[config.mk]
export PLATFORM = sky130hd
export DESIGN_NAME = vweld_ctrl
export DESIGN_NICKNAME = d
export VERILOG_FILES = /design/src/rtl/vweld_pkg.sv /design/src/rtl/vweld_ctrl.sv
export SDC_FILE = /design/constraint.sdc
export NUM_CORES = 1
export LEC_CHECK = 0
export ABC_AREA = 1
export BUFFER_PORTS_ARGS = -buffer_cell sky130_fd_sc_hd__buf_2
export CAP_MARGIN = 20
export CELL_PAD_IN_SITES_DETAIL_PLACEMENT = 0
export CELL_PAD_IN_SITES_GLOBAL_PLACEMENT = 1
export CORE_UTILIZATION = 33
export CTS_CLUSTER_DIAMETER = 150
export CTS_CLUSTER_SIZE = 24
export DETAILED_ROUTE_END_ITERATION = 12
export HOLD_SLACK_MARGIN = 0.12
export PLACE_DENSITY = 0.75
export SLEW_MARGIN = 5
export SYNTH_ARGS = -nofsm -noshare
export SYNTH_HDL_FRONTEND = slang
export SYNTH_SLANG_ARGS = --single-unit
export TNS_END_PERCENT = 50
[constraint.sdc]
create_clock -name clk -period 2.4 [get_ports clk]
set_clock_uncertainty 0.1 [all_clocks]
set_input_delay 0.72 -clock clk [delete_from_list [all_inputs] [get_ports clk]]
set_output_delay 0.72 -clock clk [all_outputs]
set_load 0.01 [all_outputs]
[src/rtl/vweld_pkg.sv]
// Shared constants, types and helpers for the vertex weld and boundary edge block.
`timescale 1ns / 1ps
package vweld_pkg;

    localparam int VERTEX_SLOTS = 1024;
    localparam int EDGE_SLOTS   = 1024;

    localparam int VIDX_W = $clog2(VERTEX_SLOTS);
    localparam int VCNT_W = VIDX_W + 1;
    localparam int EIDX_W = $clog2(EDGE_SLOTS);
    localparam int ECNT_W = EIDX_W + 1;
    localparam int SCAN_W = (VCNT_W > ECNT_W) ? VCNT_W : ECNT_W;

    localparam int OUT_IDX_W = 10;
    localparam int OUT_CNT_W = 11;
    localparam int SLOT_W    = 10;
    localparam int COORD_W   = 32;

    localparam int ENTRY_W = 2 * VIDX_W + 1;

    localparam logic [COORD_W-1:0] MAG_MASK = 32'h7FFF_FFFF;
    localparam logic [COORD_W-1:0] INF_BITS = 32'h7F80_0000;

    localparam logic CMD_CORNER = 1'b0;
    localparam logic CMD_READ   = 1'b1;

    localparam logic [1:0] PHASE_LAST = 2'd2;
    localparam logic [1:0] EDGE_LAST  = 2'd2;

    typedef enum logic [2:0] {
        MODE_NONE    = 3'd0,
        MODE_VERTEX  = 3'd1,
        MODE_EDGE    = 3'd2,
        MODE_COMPACT = 3'd3,
        MODE_READ    = 3'd4
    } scan_mode_t;

    typedef struct packed {
        logic       capture;
        scan_mode_t mode;
        logic       scan_start;
        logic       vfound;
        logic       vappend;
        logic       phase_store;
        logic       phase_clear;
        logic       edge_begin;
        logic       edge_advance;
        logic       eremove;
        logic       eappend;
        logic       compact_end;
        logic       rd_hit;
        logic       out_load;
    } ctl_cmd_t;

    typedef struct packed {
        logic hit;
        logic exhausted;
        logic phase_full;
        logic edge_last;
        logic wp_full;
        logic out_free;
        logic is_read;
    } ctl_status_t;

    function automatic logic float_equal(input logic [COORD_W-1:0] a,
                                         input logic [COORD_W-1:0] b);
        return (a == b) || (((a | b) & MAG_MASK) == '0);
    endfunction

endpackage

[src/rtl/vweld_ctrl.sv]
// Sequencer for corner lookup, edge toggling, compaction and edge reads.
`timescale 1ns / 1ps
module vweld_ctrl
(
    input  logic                   clk,
    input  logic                   rst_n,
    input  logic                   in_valid,
    output logic                   in_stall,
    input  vweld_pkg::ctl_status_t status,
    output vweld_pkg::ctl_cmd_t    cmd
);
    import vweld_pkg::*;

    typedef enum logic [9:0] {
        S_IDLE    = 10'b00_0000_0001,
        S_VSCAN   = 10'b00_0000_0010,
        S_CEND    = 10'b00_0000_0100,
        S_ESCAN   = 10'b00_0000_1000,
        S_COMPACT = 10'b00_0001_0000,
        S_EAPPEND = 10'b00_0010_0000,
        S_ENEXT   = 10'b00_0100_0000,
        S_RSCAN   = 10'b00_1000_0000,
        S_DONE    = 10'b01_0000_0000,
        S_SPARE   = 10'b10_0000_0000
    } state_t;

    state_t state_reg;
    state_t state_next;

    assign in_stall = (state_reg != S_IDLE);

    always_comb
    begin
        state_next = state_reg;
        cmd        = '0;
        cmd.mode   = MODE_NONE;
        case (state_reg)
            S_IDLE:
            begin
                if (in_valid)
                begin
                    cmd.capture    = 1'b1;
                    cmd.scan_start = 1'b1;
                    state_next     = status.is_read ? S_RSCAN : S_VSCAN;
                end
            end
            S_VSCAN:
            begin
                cmd.mode = MODE_VERTEX;
                if (status.hit)
                begin
                    cmd.vfound = 1'b1;
                    state_next = S_CEND;
                end
                else if (status.exhausted)
                begin
                    cmd.vappend = 1'b1;
                    state_next  = S_CEND;
                end
            end
            S_CEND:
            begin
                if (status.phase_full)
                begin
                    cmd.edge_begin = 1'b1;
                    cmd.scan_start = 1'b1;
                    state_next     = S_ESCAN;
                end
                else
                begin
                    cmd.phase_store = 1'b1;
                    state_next      = S_DONE;
                end
            end
            S_ESCAN:
            begin
                cmd.mode = MODE_EDGE;
                if (status.hit)
                begin
                    cmd.eremove = 1'b1;
                    state_next  = S_ENEXT;
                end
                else if (status.exhausted)
                begin
                    if (status.wp_full)
                    begin
                        cmd.scan_start = 1'b1;
                        state_next     = S_COMPACT;
                    end
                    else
                    begin
                        cmd.eappend = 1'b1;
                        state_next  = S_ENEXT;
                    end
                end
            end
            S_COMPACT:
            begin
                cmd.mode = MODE_COMPACT;
                if (status.exhausted)
                begin
                    cmd.compact_end = 1'b1;
                    state_next      = S_EAPPEND;
                end
            end
            S_EAPPEND:
            begin
                cmd.eappend = 1'b1;
                state_next  = S_ENEXT;
            end
            S_ENEXT:
            begin
                if (status.edge_last)
                begin
                    cmd.phase_clear = 1'b1;
                    state_next      = S_DONE;
                end
                else
                begin
                    cmd.edge_advance = 1'b1;
                    cmd.scan_start   = 1'b1;
                    state_next       = S_ESCAN;
                end
            end
            S_RSCAN:
            begin
                cmd.mode = MODE_READ;
                if (status.hit)
                begin
                    cmd.rd_hit = 1'b1;
                    state_next = S_DONE;
                end
                else if (status.exhausted)
                begin
                    state_next = S_DONE;
                end
            end
            S_DONE:
            begin
                if (status.out_free)
                begin
                    cmd.out_load = 1'b1;
                    state_next   = S_IDLE;
                end
            end
            default:
            begin
                state_next = S_IDLE;
            end
        endcase
    end

    always_ff @(posedge clk or negedge rst_n)
    begin
        if (!rst_n)
            state_reg <= S_IDLE;
        else
            state_reg <= state_next;
    end

    assert property (@(posedge clk) disable iff (!rst_n)
        (state_reg == S_IDLE && in_valid) |=> (state_reg == S_VSCAN || state_reg == S_RSCAN))
        else $error("accepted word did not start a scan");

    assert property (@(posedge clk) disable iff (!rst_n)
        (state_reg == S_COMPACT && status.exhausted) |=> (state_reg == S_EAPPEND))
        else $error("compaction not followed by append");

    assert property (@(posedge clk) disable iff (!rst_n)
        (state_reg == S_DONE && status.out_free) |=> (state_reg == S_IDLE))
        else $error("result load did not return to idle");

endmodule

Yosys cells after proc, flatten, opt, wreduce, memory -nomap -nowiden:

Index checks and enable logic that the tools add are counted.
W data, S select, Z words.

* input port bits: 10
* flip-flop bits (word level): 10
* output and inout bits: 17

* equality and inequality tests: 16
* reductions and logical operators: 1
* muxes and demuxes: 42

Operators by type and width (number)
* $mux W10: 9
* $pmux W10 S9: 1
* $mux W1: 24
* $mux W9: 2
* $pmux W3 S4: 1
* $eq A10 B1 Y1 const B: 1
* $eq A10 B2 Y1 const B: 1
* $eq A10 B3 Y1 const B: 1
* $eq A10 B4 Y1 const B: 1
* $eq A10 B5 Y1 const B: 1
* $eq A10 B6 Y1 const B: 1
* $eq A10 B7 Y1 const B: 1
* $eq A10 B8 Y1 const B: 1
* $eq A10 B9 Y1 const B: 1
* $ne A10 B1 Y1 const B: 1
* $ne A3 B3 Y1 const B: 3
* $mux W8: 1
* $mux W7: 1
* $ne A2 B2 Y1 const B: 3
* $reduce_and A6 Y1: 1
* $pmux W1 S4: 1
* $mux W2: 1
* $pmux W1 S2: 1

Longest topological paths before layout:

* word-level depth: 4
* gate-level depth with buffers: 11

Worst setup path before layout:

Ideal clock, no wire load.

* kind: register to output
* start: register state_reg[4]
* end: output port cmd[11] (netlist bit)
* required time: 1.580 ns
* cell stages (with the launch flop): 7
* setup slack: 0.338 ns
* arrival time: 1.242 ns
* path through: dfrtp_1 > nor2_4 > nand2_4 > nor2_4 > nand2_2 > nor2_1 > nand3b_1

RTL lines
* from (decl): RTL line vweld_ctrl.sv:27 `state_t state_reg;`
* from (signal assigned): RTL line vweld_ctrl.sv:158 `state_reg <= state_next;`
* to (decl): RTL line vweld_ctrl.sv:10 `output vweld_pkg::ctl_cmd_t cmd`

==> results.tsv <==
metric	value	unit
place_hpwl	1780	um
antenna_cells	0	
wl	2280	um
num_io_pins	27	
dr.first_iter.drc_count	10	
grt_use_total	18.4	%
multi_input_comb_area	554	um2
yosys.cell_count.top_type	nor2_1	
ys_async_sr_fraction	100	%
fin_crit_sh	101	%
insertion_delay	0.28	ns
synth-seq-cells	9	
clkSlewWorstSetupHoldPaths	0.07	ns
yosys.area.top_type	dfrtp_1	
dpl.cell_count	181	
violations	negative setup slack	
relSlewSlack	80.1	%
ff_latch_area	231	um2
cp_max_fo	5	
drv_slew	0	
leakagePower	0.698	nW
synth_top_area_share	24.3	%
grt_pass1_wl	3540	um
dieHeight	52.0	um
port_buffers	26	
drc	0	
tightestPinTransition	0.298	ns
antenna_left	0	
rsz0062_at_grt	true	
cp_cell_sequence	nor2_4 -> nand2_4 -> nor2_4 -> nand2_2 -> o22ai_2 -> inv_1 -> nand3b_1 -> buf_2	
avgRoutedWirePerCell	11.7	um
netlist_instances	126	
crit_arrival	1.59	ns
overflow	0	
synth_edf_count	0	
timing.fmax	415	MHz
dr_total_vias	913	
drt-pass1-iter-count	4	
final_area	0.00116	mm2
cp.required	1.58	ns
viasPerCell	4.68	
hold_viol	0	
antenna_found_initial	0	
cts_sinks	9	
syn_area	823	um2
nets	178	
start_util	36.2	%
crit_path_start_kind	flop	
clockRootBuffer	clkbuf_4	
cts_tree	yes	
die_width	52.0	um
stdcell_count	195	
ir_drop	0.576	mV
cts_htree_levels	1	
grt_max_degree	10	
drive_above_1_share	46.7	%
cts_buffer_depth	2	
rows	17	
cts_buffers	3	
ys_seq_area_share	27.5	%
cap_violations	0	
synth_nets	136	
synthTopCellsByCount	27 x nor2_1, 21 x inv_1, 20 x nand2_1	
period_needed	2.41	ns
outcome	finished, violations left	
placed_cell_area	996	um2
critPathSlowestCell	dfrtp_1	
dieArea	0.00270	mm2
tns	-0.0121	ns
hp-class	in2async	
largest_reg_flops	9	
path_buf_inv	2	
cp_top_family	simple AND/OR/NAND/NOR gates	
fillers	233	
synth_cell_types	21	
fin_ws	-0.0121	ns
synth.avg_cell_area	6.53	um2
critPathKind	reg2out	
yosysWarnings	0	
max_stage_delay	0.42	ns
place_ws	0.193	ns
coreArea	0.00228	mm2
synth.area.top_cells	dfrtp_1 24%, nor2_1 12%, inv_1 9.6%, nand2_1 9.1%, nand3_1 9.1%	
p_per_area	918	mW/mm2
grt_pass1_vias	823	
routabilityCongestion	0.800	
area_growth	41.3	%
synth_flop_cell	dfrtp_1	
path_common_cell	nor2_4	
setup_violations	1	
end_kind	primary output	
-- layout make-up --
class                      count  share of cell area (%)
clock buffer                   4                    2.26
tap                           28                    3.01
timing repair buffer          37                    18.6
sequential                     9                    19.9
multi-input combinational     91                    47.6
inverter                      26                    8.60
-- per-stage QoR --
step	util [%]	power (W)	hold slack [ns]
2_1_floorplan	-	0.000687	0.324
6_report	51.1	0.00107	0.192
3_3_place_gp	43.8	0.000834	0.440
5_1_grt	51.1	0.00116	0.194
4_1_cts	46.7	0.000997	0.199
3_5_place_dp	43.8	0.000830	0.430
-- report_power, final --
group,leakage [nW],internal [W],switching (W),total [W]
sequential,0.114,0.000199,0.0000509,0.000250
clock,0.0150,0.0000646,0.0000655,0.000130
combinational,0.569,0.000268,0.000420,0.000688
-- layout by cell type, fill, tap and decap left out, drive strengths merged --
master and instances:
buf 37, nor2 35, nand2 27, inv 26, nand3 17, dfrtp 8, clkbuf 4, nand4 3
or2 2, nor3 1, o31ai 1, o22ai 1, nand3b 1, nor4 1, a21oi 1, o21ai 1
dfstp 1
-- path summary, 6_finish.rpt --
| path | end | cells after the start | slack (ns) | startpoint |
|---|---|---|---|---|
| setup / recovery | cmd[11] | 8 | -0.01 | state_reg[6]$_DFFE_PN0P_ |
| hold / removal | state_reg[1]$_DFFE_PN0P_ | 1 | 0.19 | rst_n |
| setup reg to reg | state_reg[7]$_DFFE_PN0P_ | 11 | 0.76 | state_reg[3]$_DFFE_PN0P_ |
| hold reg to reg | state_reg[0]$_DFFE_PN1P_ | 3 | 0.53 | state_reg[1]$_DFFE_PN0P_ |
| max in group asynchronous | state_reg[0]$_DFFE_PN1P_ | 1 | 1.75 | rst_n |
| min in group clk | state_reg[0]$_DFFE_PN1P_ | 3 | 0.53 | state_reg[1]$_DFFE_PN0P_ |
-- routing by layer --
| layer | global-route usage [%] | vias up | wire (um) |
|---|---|---|---|
| met4 | 6.76 | 0 | 28 |
| li1 | - | 468 | - |
| met1 | 23.6 | 423 | 1060 |
| met5 | 0 | - | 0 |
| met2 | 31.0 | 19 | 1120 |
| met3 | 2.63 | 3 | 72 |
-- cells by family after synthesis --
kind of cell	synth area share, %
flip-flops	27.5
buffers and inverters	11.9
AND/OR/NAND/NOR	57.8
AO/OA/AOI/OAI	2.89
-- timing repair --
item                       in CTS  in global routing
setup buffers                   4                  6
hold buffers                    0                  0
cloned                          0                  0
gates resized for setup         3                 17
setup endpoints to repair       3                  6
pin swaps                       4                  6
Power figures use the tool's default switching activity.
